$ cat config.mk
export PLATFORM = sky130hd
export DESIGN_NAME = k_way_sorted_merge
export DESIGN_NICKNAME = d
export VERILOG_FILES = /design/src/rtl/kwm_pkg.sv /design/src/rtl/kwm_min_track.sv /design/src/rtl/k_way_sorted_merge.sv
export VERILOG_INCLUDE_DIRS = /design/src /design/src/rtl
export SDC_FILE = /design/constraint.sdc
export NUM_CORES = 1
export LEC_CHECK = 0
export ABC_AREA = 1
export BUFFER_PORTS_ARGS = -buffer_cell sky130_fd_sc_hd__buf_2
export CORE_ASPECT_RATIO = 1.4
export CORE_MARGIN = 8
export CORE_UTILIZATION = 65
export DETAILED_ROUTE_END_ITERATION = 16
export PLACE_DENSITY = 0.81
export SYNTH_ARGS = -nofsm -noshare
export SYNTH_HDL_FRONTEND = slang
export SYNTH_SLANG_ARGS = --single-unit
$ cat constraint.sdc
create_clock -name aclk -period 6.8 [get_ports aclk]
set_input_delay 0 -clock aclk [delete_from_list [all_inputs] [get_ports aclk]]
set_output_delay 0 -clock aclk [all_outputs]
set_load 0.02 [all_outputs]
$ cat src/rtl/k_way_sorted_merge_defines.svh
// Assertion macros shared by the merge RTL.
`ifndef K_WAY_SORTED_MERGE_DEFINES_SVH
`define K_WAY_SORTED_MERGE_DEFINES_SVH

// Concurrent check on a given clock, masked while reset is asserted.
`define KWM_ASSERT(lbl, clk, rstn, prop, msg) \
    lbl: assert property (@(posedge clk) disable iff (!(rstn)) (prop)) else $error(msg);

// Same check on the block clock and reset.
`define KWM_ASSERT_CLK(lbl, prop, msg) \
    `KWM_ASSERT(lbl, aclk, aresetn, prop, msg)

`endif

$ cat src/rtl/kwm_pkg.sv
package kwm_pkg;

    localparam int CFG_BITS = 5;
    localparam logic [CFG_BITS-1:0] CFG_RESET = 5'd16;

    typedef enum logic [1:0] {
        ST_IDLE,
        ST_SCAN,
        ST_EMIT
    } state_t;

    typedef struct packed {
        logic clear;
        logic valid;
        logic present;
    } cmp_ctrl_t;

endpackage

$ cat src/rtl/kwm_min_track.sv
module kwm_min_track #(
    parameter int IDX_BITS = 4,
    parameter int VALUE_BITS = 32
) (
    input  logic                  aclk,
    input  logic                  aresetn,
    input  kwm_pkg::cmp_ctrl_t    ctrl,
    input  logic [IDX_BITS-1:0]   cand_idx,
    input  logic [VALUE_BITS-1:0] cand_value,
    output logic [IDX_BITS-1:0]   best_idx,
    output logic [VALUE_BITS-1:0] best_value,
    output logic                  best_any
);
    import kwm_pkg::*;

    logic                  any_reg;
    logic [IDX_BITS-1:0]   idx_reg;
    logic [VALUE_BITS-1:0] value_reg;
    logic                  take;

    // strict less-than on an ascending scan keeps the lowest index on ties
    assign take = ctrl.valid && ctrl.present &&
                  (!any_reg || ($signed(cand_value) < $signed(value_reg)));

    always_ff @(posedge aclk) begin
        if (!aresetn) begin
            any_reg <= 1'b0;
        end else if (ctrl.clear) begin
            any_reg <= 1'b0;
        end else if (take) begin
            any_reg <= 1'b1;
        end
    end

    always_ff @(posedge aclk) begin
        if (take) begin
            idx_reg   <= cand_idx;
            value_reg <= cand_value;
        end
    end

    assign best_idx   = idx_reg;
    assign best_value = value_reg;
    assign best_any   = any_reg;

endmodule

$ cat src/rtl/k_way_sorted_merge.sv
// K-way sorted merge of up to LISTS ascending streams.
// Input requests carry one list's next element or, with s_axis_tuser low,
// mark that list exhausted. Once every list in use holds a head or is
// exhausted, the block returns the smallest head and its list index on the
// m_axis channel; the producer then sends that list's next element. When
// all lists are exhausted and no head remains, one result with m_axis_tlast
// high and zero data closes the merge and all list state is cleared.
// cfg_we writes lists_in_use (lists 0 .. n-1 take part; 0 acts as 1, values
// above LISTS act as LISTS); write it only while the block is idle.
// Heads live in a one-port-read memory; one shared comparator walks the n
// heads, one memory read per cycle; the registered read data feeds the
// comparator, and after the walk the result is loaded. The scan stops early,
// with no result, when a list still lacks a head. No new request is taken
// until the scan and the result load are done.
// The result sits in an output register: a stalled receiver holds it while
// the next request is taken and scanned; the block waits only to load a new
// result. Reset clears the head flags and sets lists_in_use to 16.
`include "k_way_sorted_merge_defines.svh"

module k_way_sorted_merge #(
    parameter int LISTS = 16,
    parameter int VALUE_BITS = 32,
    localparam int IDX_BITS = $clog2(LISTS),
    localparam int CNT_BITS = $clog2(LISTS + 1),
    localparam int DATA_BITS = ((VALUE_BITS + IDX_BITS + 7) / 8) * 8
) (
    input  logic                         aclk,
    input  logic                         aresetn,
    input  logic                         cfg_we,
    input  logic [kwm_pkg::CFG_BITS-1:0] cfg_wdata,
    input  logic                         s_axis_tvalid,
    output logic                         s_axis_tready,
    input  logic [DATA_BITS-1:0]         s_axis_tdata,  // list_index, value
    input  logic                         s_axis_tuser,  // has_value
    output logic                         m_axis_tvalid,
    input  logic                         m_axis_tready,
    output logic [DATA_BITS-1:0]         m_axis_tdata,  // merged_value, source_list
    output logic                         m_axis_tlast
);
    import kwm_pkg::*;

    logic [CFG_BITS-1:0]   lists_reg;
    logic [CNT_BITS-1:0]   n_eff;

    state_t                state_reg, state_next;
    logic [CNT_BITS-1:0]   ptr_reg, ptr_next;
    logic [IDX_BITS-1:0]   ptr_idx;
    logic                  pipe_valid_reg, pipe_valid_next;
    logic [IDX_BITS-1:0]   pipe_idx_reg;
    logic [LISTS-1:0]      present_reg, present_next;
    logic [LISTS-1:0]      exhaust_reg, exhaust_next;

    logic [VALUE_BITS-1:0] mem [LISTS];
    logic [VALUE_BITS-1:0] rdata_reg;
    logic                  mem_we;

    logic [IDX_BITS-1:0]   in_idx;
    logic [VALUE_BITS-1:0] in_value;
    logic                  in_use;
    logic                  s_accept;
    logic                  missing;

    cmp_ctrl_t             cmp_ctrl;
    logic                  scan_clear;
    logic [IDX_BITS-1:0]   best_idx;
    logic [VALUE_BITS-1:0] best_value;
    logic                  best_any;

    logic                  out_load;
    logic                  out_valid_reg;
    logic [VALUE_BITS-1:0] out_value_reg;
    logic [IDX_BITS-1:0]   out_src_reg;
    logic                  out_last_reg;

    always_ff @(posedge aclk) begin
        if (!aresetn) begin
            lists_reg <= CFG_RESET;
        end else if (cfg_we) begin
            lists_reg <= cfg_wdata;
        end
    end

    always_comb begin
        if (lists_reg == '0) begin
            n_eff = CNT_BITS'(1);
        end else if (32'(lists_reg) > 32'(LISTS)) begin
            n_eff = CNT_BITS'(LISTS);
        end else begin
            n_eff = CNT_BITS'(lists_reg);
        end
    end

    assign in_idx   = s_axis_tdata[IDX_BITS-1:0];
    assign in_value = s_axis_tdata[IDX_BITS +: VALUE_BITS];
    assign in_use   = CNT_BITS'(in_idx) < n_eff;

    assign s_axis_tready = (state_reg == ST_IDLE);
    assign s_accept      = s_axis_tvalid && s_axis_tready;
    assign mem_we        = s_accept && in_use && s_axis_tuser;

    assign ptr_idx = ptr_reg[IDX_BITS-1:0];
    assign missing = !present_reg[ptr_idx] && !exhaust_reg[ptr_idx];

    always_comb begin
        state_next      = state_reg;
        ptr_next        = ptr_reg;
        pipe_valid_next = 1'b0;
        present_next    = present_reg;
        exhaust_next    = exhaust_reg;
        scan_clear      = 1'b0;
        out_load        = 1'b0;
        case (state_reg)
            ST_IDLE: begin
                if (s_accept) begin
                    if (in_use) begin
                        if (s_axis_tuser) begin
                            present_next[in_idx] = 1'b1;
                            exhaust_next[in_idx] = 1'b0;
                        end else begin
                            exhaust_next[in_idx] = 1'b1;
                        end
                    end
                    ptr_next   = '0;
                    scan_clear = 1'b1;
                    state_next = ST_SCAN;
                end
            end
            ST_SCAN: begin
                if (ptr_reg < n_eff) begin
                    if (missing) begin
                        state_next = ST_IDLE;
                    end else begin
                        pipe_valid_next = 1'b1;
                        ptr_next        = ptr_reg + CNT_BITS'(1);
                    end
                end else if (!pipe_valid_reg) begin
                    state_next = ST_EMIT;
                end
            end
            ST_EMIT: begin
                if (!out_valid_reg || m_axis_tready) begin
                    out_load   = 1'b1;
                    state_next = ST_IDLE;
                    if (best_any) begin
                        present_next[best_idx] = 1'b0;
                    end else begin
                        present_next = '0;
                        exhaust_next = '0;
                    end
                end
            end
            default: begin
                state_next = ST_IDLE;
            end
        endcase
    end

    always_ff @(posedge aclk) begin
        if (!aresetn) begin
            state_reg      <= ST_IDLE;
            ptr_reg        <= '0;
            pipe_valid_reg <= 1'b0;
            present_reg    <= '0;
            exhaust_reg    <= '0;
        end else begin
            state_reg      <= state_next;
            ptr_reg        <= ptr_next;
            pipe_valid_reg <= pipe_valid_next;
            present_reg    <= present_next;
            exhaust_reg    <= exhaust_next;
        end
    end

    always_ff @(posedge aclk) begin
        if (mem_we) begin
            mem[in_idx] <= in_value;
        end
        rdata_reg    <= mem[ptr_idx];
        pipe_idx_reg <= ptr_idx;
    end

    assign cmp_ctrl.clear   = scan_clear;
    assign cmp_ctrl.valid   = pipe_valid_reg;
    assign cmp_ctrl.present = present_reg[pipe_idx_reg];

    kwm_min_track #(
        .IDX_BITS   (IDX_BITS),
        .VALUE_BITS (VALUE_BITS)
    ) u_min_track (
        .aclk       (aclk),
        .aresetn    (aresetn),
        .ctrl       (cmp_ctrl),
        .cand_idx   (pipe_idx_reg),
        .cand_value (rdata_reg),
        .best_idx   (best_idx),
        .best_value (best_value),
        .best_any   (best_any)
    );

    always_ff @(posedge aclk) begin
        if (!aresetn) begin
            out_valid_reg <= 1'b0;
        end else if (out_load) begin
            out_valid_reg <= 1'b1;
        end else if (m_axis_tready) begin
            out_valid_reg <= 1'b0;
        end
    end

    always_ff @(posedge aclk) begin
        if (out_load) begin
            out_value_reg <= best_any ? best_value : '0;
            out_src_reg   <= best_any ? best_idx : '0;
            out_last_reg  <= !best_any;
        end
    end

    assign m_axis_tvalid = out_valid_reg;
    assign m_axis_tdata  = DATA_BITS'({out_src_reg, out_value_reg});
    assign m_axis_tlast  = out_last_reg;

    `KWM_ASSERT_CLK(a_accept_starts_scan, s_axis_tvalid && s_axis_tready |=> state_reg == ST_SCAN && ptr_reg == '0, "accepted request did not start a scan")
    `KWM_ASSERT_CLK(a_scan_bound, state_reg == ST_SCAN |-> ptr_reg <= n_eff, "scan pointer ran past the lists in use")
    `KWM_ASSERT_CLK(a_emit_drops_head, out_load && best_any |=> !present_reg[$past(best_idx)], "emitted head still marked present")
    `KWM_ASSERT_CLK(a_end_clears, out_load && !best_any |=> present_reg == '0 && exhaust_reg == '0, "end of merge left list state behind")
    `KWM_ASSERT_CLK(a_load_free, out_load |-> !out_valid_reg || m_axis_tready, "result loaded over a pending result")

endmodule
==> results of run 1 <==
## synth_stat cells (all sizes together)
master | count | area share (%)
edfxtp | 585 | 65
nor2 | 359 | 5.1
o21ai | 299 | 5.6
nand2 | 204 | 2.9
inv | 146 | 2.1
a21oi | 106 | 2.0
nand3 | 91 | 1.7
dfxtp | 83 | 6.2
o22ai | 78 | 1.8
clkbuf | 76 | 1.1
buf | 55 | 1.1
o221ai | 51 | 1.7
ha | 39 | 1.8
o211ai | 24 | 0.67
a211oi | 7 | 0.20
nand4 | 5 | 0.12
a22oi | 3 | 0.084
or2 | 3 | 0.070
a21o | 2 | 0.056
a31o | 2 | 0.065
clkinv | 2 | 0.028
nor3 | 2 | 0.037
nor4 | 2 | 0.047
o21a | 2 | 0.056
conb | 1 | 0.014
o21bai | 1 | 0.028
xnor2 | 1 | 0.033
xor2 | 1 | 0.033
## metal layers
layer | global-route usage, % | routed length (um)
met3 | 4.97 | 6490
met5 | 0 | 14
met1 | 32.9 | 23700
met4 | 12.0 | 2780
met2 | 45.2 | 32900
## where the power goes
part | switching [W] | total (W) | internal, W
sequential | 0.000240 | 0.00495 | 0.00471
combinational | 0.00128 | 0.00187 | 0.000588
clock | 0.00145 | 0.00334 | 0.00189
## cell families (layout without fill, tap and decap cells)
| kind of cell | count (synthesis) | after routing | share of synthesized area [%] |
|---|---|---|---|
| AOI/OAI and AO/OA | 575 | 575 | 12.2 |
| xor gates and xnor gates | 2 | 2 | 0.0652 |
| adders and majority gates | 39 | 39 | 1.82 |
| buffers and inverters | 279 | 421 | 4.29 |
| DFF | 668 | 668 | 71.6 |
| other | 1 | 5 | 0.0140 |
| and+or+nand+nor | 666 | 666 | 10.0 |
## cell usage in the layout, fill, tap and decap left out, types with 3 or more instances in the layout
master,n
clkbuf_8,6
clkbuf_16,59
bufinv_16,6
clkbuf_1,8
buf_4,28
clkinvlp_4,3
o22ai_1,77
edfxtp_1,585
clkinv_1,8
inv_1,142
nand2_1,201
conb_1,4
o21ai_1,14
nand3_1,90
a22oi_1,3
clkinv_2,15
inv_2,4
dlygate4sd3_1,52
a211oi_1,7
nand2_2,3
ha_1,39
nor2_1,337
o221ai_1,51
a21oi_1,106
o211ai_1,24
buf_2,85
nor2_4,21
inv_6,3
or2_2,3
nand4_1,5
o21ai_0,285
dfxtp_1,79
## worst max-delay path by stage
stage / slack (ns) / cells after the start / endpoint
2_1_floorplan: 3.32 / 12 / mem[10][0]
5_1_grt: 2.87 / 6 / rdata_reg[10]
4_1_cts: 3.19 / 6 / rdata_reg[10]
3_3_place_gp: 3.47 / 10 / exhaust_reg[3]
3_5_place_dp: 3.19 / 6 / rdata_reg[10]
6_report: 3.05 / 6 / rdata_reg[10]
## area by class of cell
type	count	area share, %
clock inverter	35	1.15
inverter	148	1.86
tap	540	2.24
multi-input combinational	1286	21.9
sequential	668	63.7
timing repair buffer	165	3.83
clock buffer	73	5.26
antenna	1	0.00829
## through the flow
step | instances | util, % | setup WS [ns]
finish | 2916 | 73.7 | 3.05
global route | 2915 | 73.7 | 2.87
CTS | 2915 | 73.7 | 3.19
detailed placement | 2755 | 67.7 | 3.19
global placement | 2755 | 67.7 | 3.47
floorplan | 2233 | - | 3.32
## worst min-delay path, stage by stage
cell and delay, ns:
buf_2 0.14, nor2_1 0.06, inv_1 0.10, nor2_1 0.08
o211ai_1 0.15, a21oi_1 0.07
## timing repair
item                                   4_1_cts  5_1_grt
buffers inserted                             0        0
endpoints found under the hold margin      550        0
hold buffers                                52        0
==> metrics.md, run 1 <==
| Metric | Value |
|---|---|
| Clk root buf | clkbuf_16 |
| Multi-input logic area | about 0.0066 mm2 |
| Clock Sinks | 668 |
| Fin crit share | 55.1% |
| Critical path, cell by cell | buf_4 > buf_4 > o21ai_0 > o221ai_1 > o211ai_1 > nand3_1 |
| Largest net degree at the start of global routing | ~150 |
| Drt wl/cell | 22.6 um |
| CP max FO | around 110 |
| Reg2reg end | rdata_reg[10] |
| Final-report hold violation count | 0 |
| Tot GR Track Use | 26.6% |
| CTS clk-pin slew, worst paths | roughly 0.070 ns |
| Synthesized area per cell | 12.0 um2 |
| R2R setup slack | 3.05 ns |
| CP Launch Point | ptr_reg[0] |
| Worst Path Buf+Inv | 2 |
| Cell area after layout | 0.0302 mm2 |
| H-tree levels | 2 |
| Worst Hold Class | input port to register |
| Synth cell types | 40 |
| Post-route DRC | 0 |
| TritonCTS buffer count | 58 |
| Fmax | 267 MHz |
| Crit path kind | register to register |
| Hold path start | s_axis_tdata[2] |
| First-pass GRT wire length | just over 100 mm |
| Most flop-heavy register | mem |
| Relative slew slack | a little under a quarter |
| CP max-delay cell | buf_4 |
| Setup Total Neg Slack | 0 ns |
| Total grt overflow | 0 |
| Total of max-cap violations | 0 |
| Cell mode on critical path | buf_4 |
| Worst Path Arrival | between 4 and 5 ns |
| Number of synthesis warnings | 0 |
| Min Hold Slack | 0.0359 ns |
| Power per standard cell area | 336 mW/mm2 |
| DPL Wire Length | 34.1 mm |
| Routed vias/inst | approximately 6.3 |
| Number of global-route vias before repair | 18.3k |
| Dpl cell area | 0.0277 mm2 |
| Total power draw | 0.0102 W |
| Die Area | 0.0482 mm2 |
| Endpoints failing setup | 0 |
| Initial Util | 65.6% |
| Synth Cell Area | 0.0269 mm2 |
| Status | finished, final reports clean |
| Worst Tran Pin Value | about 1.2 ns |
| Crit-path max cell delay | 0.96 ns |
| Post-cts resize count | 0 |
| FF-to-FF Start | ptr_reg[0] |
| Initial antenna violation count | 3 |
| Minimum clock period | 3.75 ns |
| P_leak | around 11 nW |
| Fill count | around 2.6k |
| Clk_skew | 0.0182 ns |
| Die span in y | 256 um |
| Insertion delay to the later sink of the worst-skew pair | roughly 0.61 ns |
| ANT nets after route | 0 |
| Hold EP | exhaust_reg[8] |
| First DRT Iteration DRCs | between 2k and 2.5k |
| 1st-pass router iterations | 5 |
| # rows | roughly 90 |
| CP endpoint kind | register |
| Max FFs per register | 512 |
| Worst Path Required | about 7.3 ns |
| Post-Syn Instances | 2230 |
| RSZ-0062 raised after global routing | no |
| Area delta synth->final | 12.4% |
| CTS tree | yes |
| Core area | 0.0410 mm2 |
| Number of synthesized register bits | 668 |
| Fraction of layout cells with a size suffix above 1 | 10.4% |
| Hold depth | 6 |
| Setup crit start kind | register |
| Top cell family by delay on the critical path | buffers and inverters |
| Post-layout nets | 2417 |
| Via count | ~18k |
| Peak VDD IR | 0.227 mV |
| Clock Tree Buf Depth | 3 |
| Gpl congestion | 0.898 |
| Port Buf Inserts | 85 |
| Register Area | 0.0192 mm2 |
| Die X | 188 um |
| R2R depth | 6 |
| DRT Wirelength | 65.9 mm |
| I/O pin count | 94 |
| Post-synthesis sequential area ratio | 71.6% |
| Slew Limit Fails | 0 |
Note: power is estimated with default switching activity, not from simulation.
==> run 2, diff against run 1 <==
Settings changed: ABC_AREA 1 to 0, CORE_UTILIZATION 65 to 55, PLACE_DENSITY 0.81 to 0.73.
Clock period 6.8 ns to 3 ns, I/O delays scaled along.
==> run 2 against run 1 <==
  * Synthesized area shrank 4.5%
  * Global-route usage decreased by 6.6 points
  * Clock power grew 130%
  * Largest power group unchanged
==> metrics.md, run 2 <==
| Metric | Value |
|---|---|
| Clk_skew | 0.0236 ns (+0.00540 ns) |
| Yosys top cell area share | 68.5% (+3.1 points) |
| Area leader, netlist | edfxtp_1 |
| # rows | 93 (+5.7%) |
| 1st-pass router iterations | 5 (unchanged) |
| Hold depth | 4 (-2) |
| I/O pin count | 94 (unchanged) |
| Fraction of layout cells with a size suffix above 1 | 27.5% (+17 points) |
| Top cell family by delay on the critical path | compound AO/OA/AOI/OAI gates |
| Top FF cell, synth | edfxtp_1 |
| Worst Path Buf+Inv | 3 (+1) |
| Total grt overflow | 0 (unchanged) |
| Max FFs per register | 512 (unchanged) |
| Worst Hold Class | input port to register |
| R2R depth | 9 (+3) |
| Tot GR Track Use | 20.1% (-6.6 points) |
| Worst Path Required | 3.28 ns (-4.05 ns) |
| Hold path start | s_axis_tuser |
| Most frequent cells in the layout | edfxtp_1 (585), mux4_2 (166), buf_2 (85), dfxtp_1 (79), nor2_1 (67) |
| Peak VDD IR | 0.513 mV (+130%) |
| DRT Wirelength | 53.4 mm (-19%) |
| ANT nets after route | 0 (unchanged) |
| R2R setup slack | 0.15 ns (-2.90 ns) |
| Area contributors post-synth | edfxtp_1 (69%), mux4_2 (15%), dfxtp_1 (6.5%), ha_1 (1.9%), nor2_1 (1.0%) |
| Area delta synth->final | 16.3% |
| Number of synthesized flops with an enable pin | 585 (unchanged) |
| Synth cell types | 48 (+20%) |
| Die span in y | 271 um (+5.8%) |
| Number of synthesized register bits | 668 (unchanged) |
| Total power draw | 0.0182 W (+79%) |
| Reg2reg end | u_min_track.best_value[22] |
| Fin crit share | 94.9% (+40 points) |
| Power per standard cell area | 609 mW/mm2 (+81%) |
| Hold EP | exhaust_reg[14] |
| Number of global-route vias before repair | 13.6k (-26%) |
| Synth Cell Area | 0.0256 mm2 (-4.5%) |
| Setup Total Neg Slack | 0 ns (unchanged) |
| Worst Path Arrival | 3.12 ns (-1.16 ns) |
| Synth top cells by count | edfxtp_1 (585), mux4_2 (166), dfxtp_1 (83) |
| Fmax | 351 MHz (+32%) |
| CP max FO | 16 (-85%) |
| Pre-CTS setup slack | 0.173 ns (-3.02 ns) |
| H-tree levels | 2 (unchanged) |
| RSZ-0062 raised after global routing | no |
| Min Hold Slack | 0.0545 ns (+0.0186 ns) |
| Core area | 0.0461 mm2 (+12%) |
| CP max-delay cell | o311ai_0 |
| Status | finished, final reports clean |
| Die Area | 0.0539 mm2 (+12%) |
| Clock Sinks | 668 (unchanged) |
| Initial Util | 55.6% (-9.9 points) |
| First DRT Iteration DRCs | 972 (-54%) |
| CTS tree | yes |
| Slew Limit Fails | 0 (unchanged) |
| Die X | 198 um (+5.7%) |
| Top-count cell post-synth | edfxtp_1 |
| Initial antenna violation count | 0 (-3) |
| Crit-path max cell delay | 0.48 ns (-0.48 ns) |
| Minimum clock period | 2.85 ns (-0.902 ns) |
| Clk root buf | clkbuf_16 |
| Critical path, cell by cell | inv_1 > ha_1 > a21oi_1 > a21boi_0 > o311ai_0 > buf_4 > a21oi_1 > nor3_4 > buf_4 |
| Insertion delay to the later sink of the worst-skew pair | 0.61 ns (about the same) |
| Worst Tran Pin Value | 0.845 ns (-0.313 ns) |
| CTS clk-pin slew, worst paths | 0.07 ns (about the same) |
| Most common cell after layout, fill and taps aside | edfxtp_1 |
| Post-synthesis sequential area ratio | 75.0% (+3.4 points) |
| First-pass GRT wire length | 81.2 mm (-19%) |
| Relative slew slack | 43.1% (+20 points) |
| Final worst slack | 0.153 ns (-2.90 ns) |
| Crit path kind | register to register |
| Post-route DRC | 0 (unchanged) |
| Antenna cells | 0 (-1) |
| Synthesized area per cell | 20.0 um2 (+66%) |
| Endpoints failing setup | 0 (unchanged) |
| Most flop-heavy register | mem |
| Asr flop ratio synth | 0% (unchanged) |
| CP endpoint kind | register |
| Final-report hold violation count | 0 (unchanged) |
| Total of max-cap violations | 0 (unchanged) |
| Post-Syn Instances | 1284 (-42%) |
| CP Launch Point | u_min_track.best_value[6] |
| DPL Wire Length | 30.1 mm (-12%) |
| Drt wl/cell | 24.9 um (+10%) |
| Number of synthesis warnings | 0 (unchanged) |
| Post-layout nets | 1564 (-35%) |
| Port Buf Inserts | 85 (unchanged) |
| Largest net degree at the start of global routing | 111 (-28%) |
| Via count | 12.8k (-30%) |
| Routed vias/inst | 5.97 (-5.2%) |
| Clock Tree Buf Depth | 3 (unchanged) |
| Gpl congestion | 0.828 (-7.8%) |
| P_leak | 9.67 nW (-9.8%) |
| TritonCTS buffer count | 58 (unchanged) |
| Setup crit start kind | register |
| FF-to-FF Start | u_min_track.best_value[6] |
[run 2: cell count changes in the layout (fill, tap and decap cells not counted), sizes merged, moves of 16 or more]
cell	previous run	this run
o22ai	78	0
inv	151	36
o21ai	299	42
o211ai	24	3
o221ai	51	1
a22o	0	16
nand2	204	20
nand3	91	8
mux4	0	166
nor3	2	24
a21oi	106	40
nor2	359	68
[run 2: cell families (layout without fill, tap and decap cells)]
family,count (synthesis),after routing,synth area share [%]
AO/OA/AOI/OAI,143,143,3.61
adder cells (fa/ha/maj),39,39,1.90
buffers and inverters,95,332,1.61
flip-flops,668,668,75.0
multiplexers,171,171,14.8
other,1,4,0.0146
AND/OR/NAND/NOR,167,167,3.10
[run 2: final cells by class]
class                           instances  area, um2
Inverter                               36        135
Multi-Input combinational cell        524       6150
Clock buffer                           80       1610
Clock inverter                         30        323
Timing Repair Buffer                  186       1590
Fill cell                            3086      16300
Tap cell                              617        772
Sequential cell                       668      19200
[run 2: through the flow]
stage | util (%) | area [um2] | instances
final | 64.7 | 29800 | 2141
after global routing | 64.7 | 29800 | 2141
after CTS | 64.7 | 29800 | 2141
after detailed placement | 59.2 | 27300 | 1972
after global placement | 59.2 | 27300 | 1972
after floorplan | - | 25800 | 1287
[run 2: tightest hold or removal path, cell delays in order]
cell      delay, ns
buf_2          0.15
a211oi_2       0.06
buf_4          0.21
a22o_1         0.20
[run 2: metal layers]
metal  track usage, %  part of all wire, %  wire length [um]
met3             2.77                  5.8              3080
met2             34.8                   52             27900
met5                0                    0                 0
met1             25.9                   39             21000
met4             6.66                  2.8              1480
[run 2: worst max path at each step]
stage / endpoint / slack (ns) / depth (start not counted)
floorplan: mem[12][0] / 0.009 / 8
global placement: mem[13][19] / 0.30 / 9
detailed placement: u_min_track.best_value[20] / 0.17 / 9
CTS: exhaust_reg[2] / 0.01 / 9
global route: exhaust_reg[2] / 0.04 / 9
finish: u_min_track.best_value[22] / 0.15 / 9
[run 2: repair_timing]
item | 4_1_cts | 5_1_grt
setup endpoints to repair | 0 | 1
setup buffers | 0 | 0
hold buffers | 59 | 0
hold endpoints to repair | 546 | 0
gates resized for setup | 0 | 1
[run 2: where the power goes]
part	switching, W	internal, W	total, W
Combinational	0.000294	0.000165	0.000459
Clock	0.00323	0.00429	0.00752
Sequential	0.0000250	0.0101	0.0102
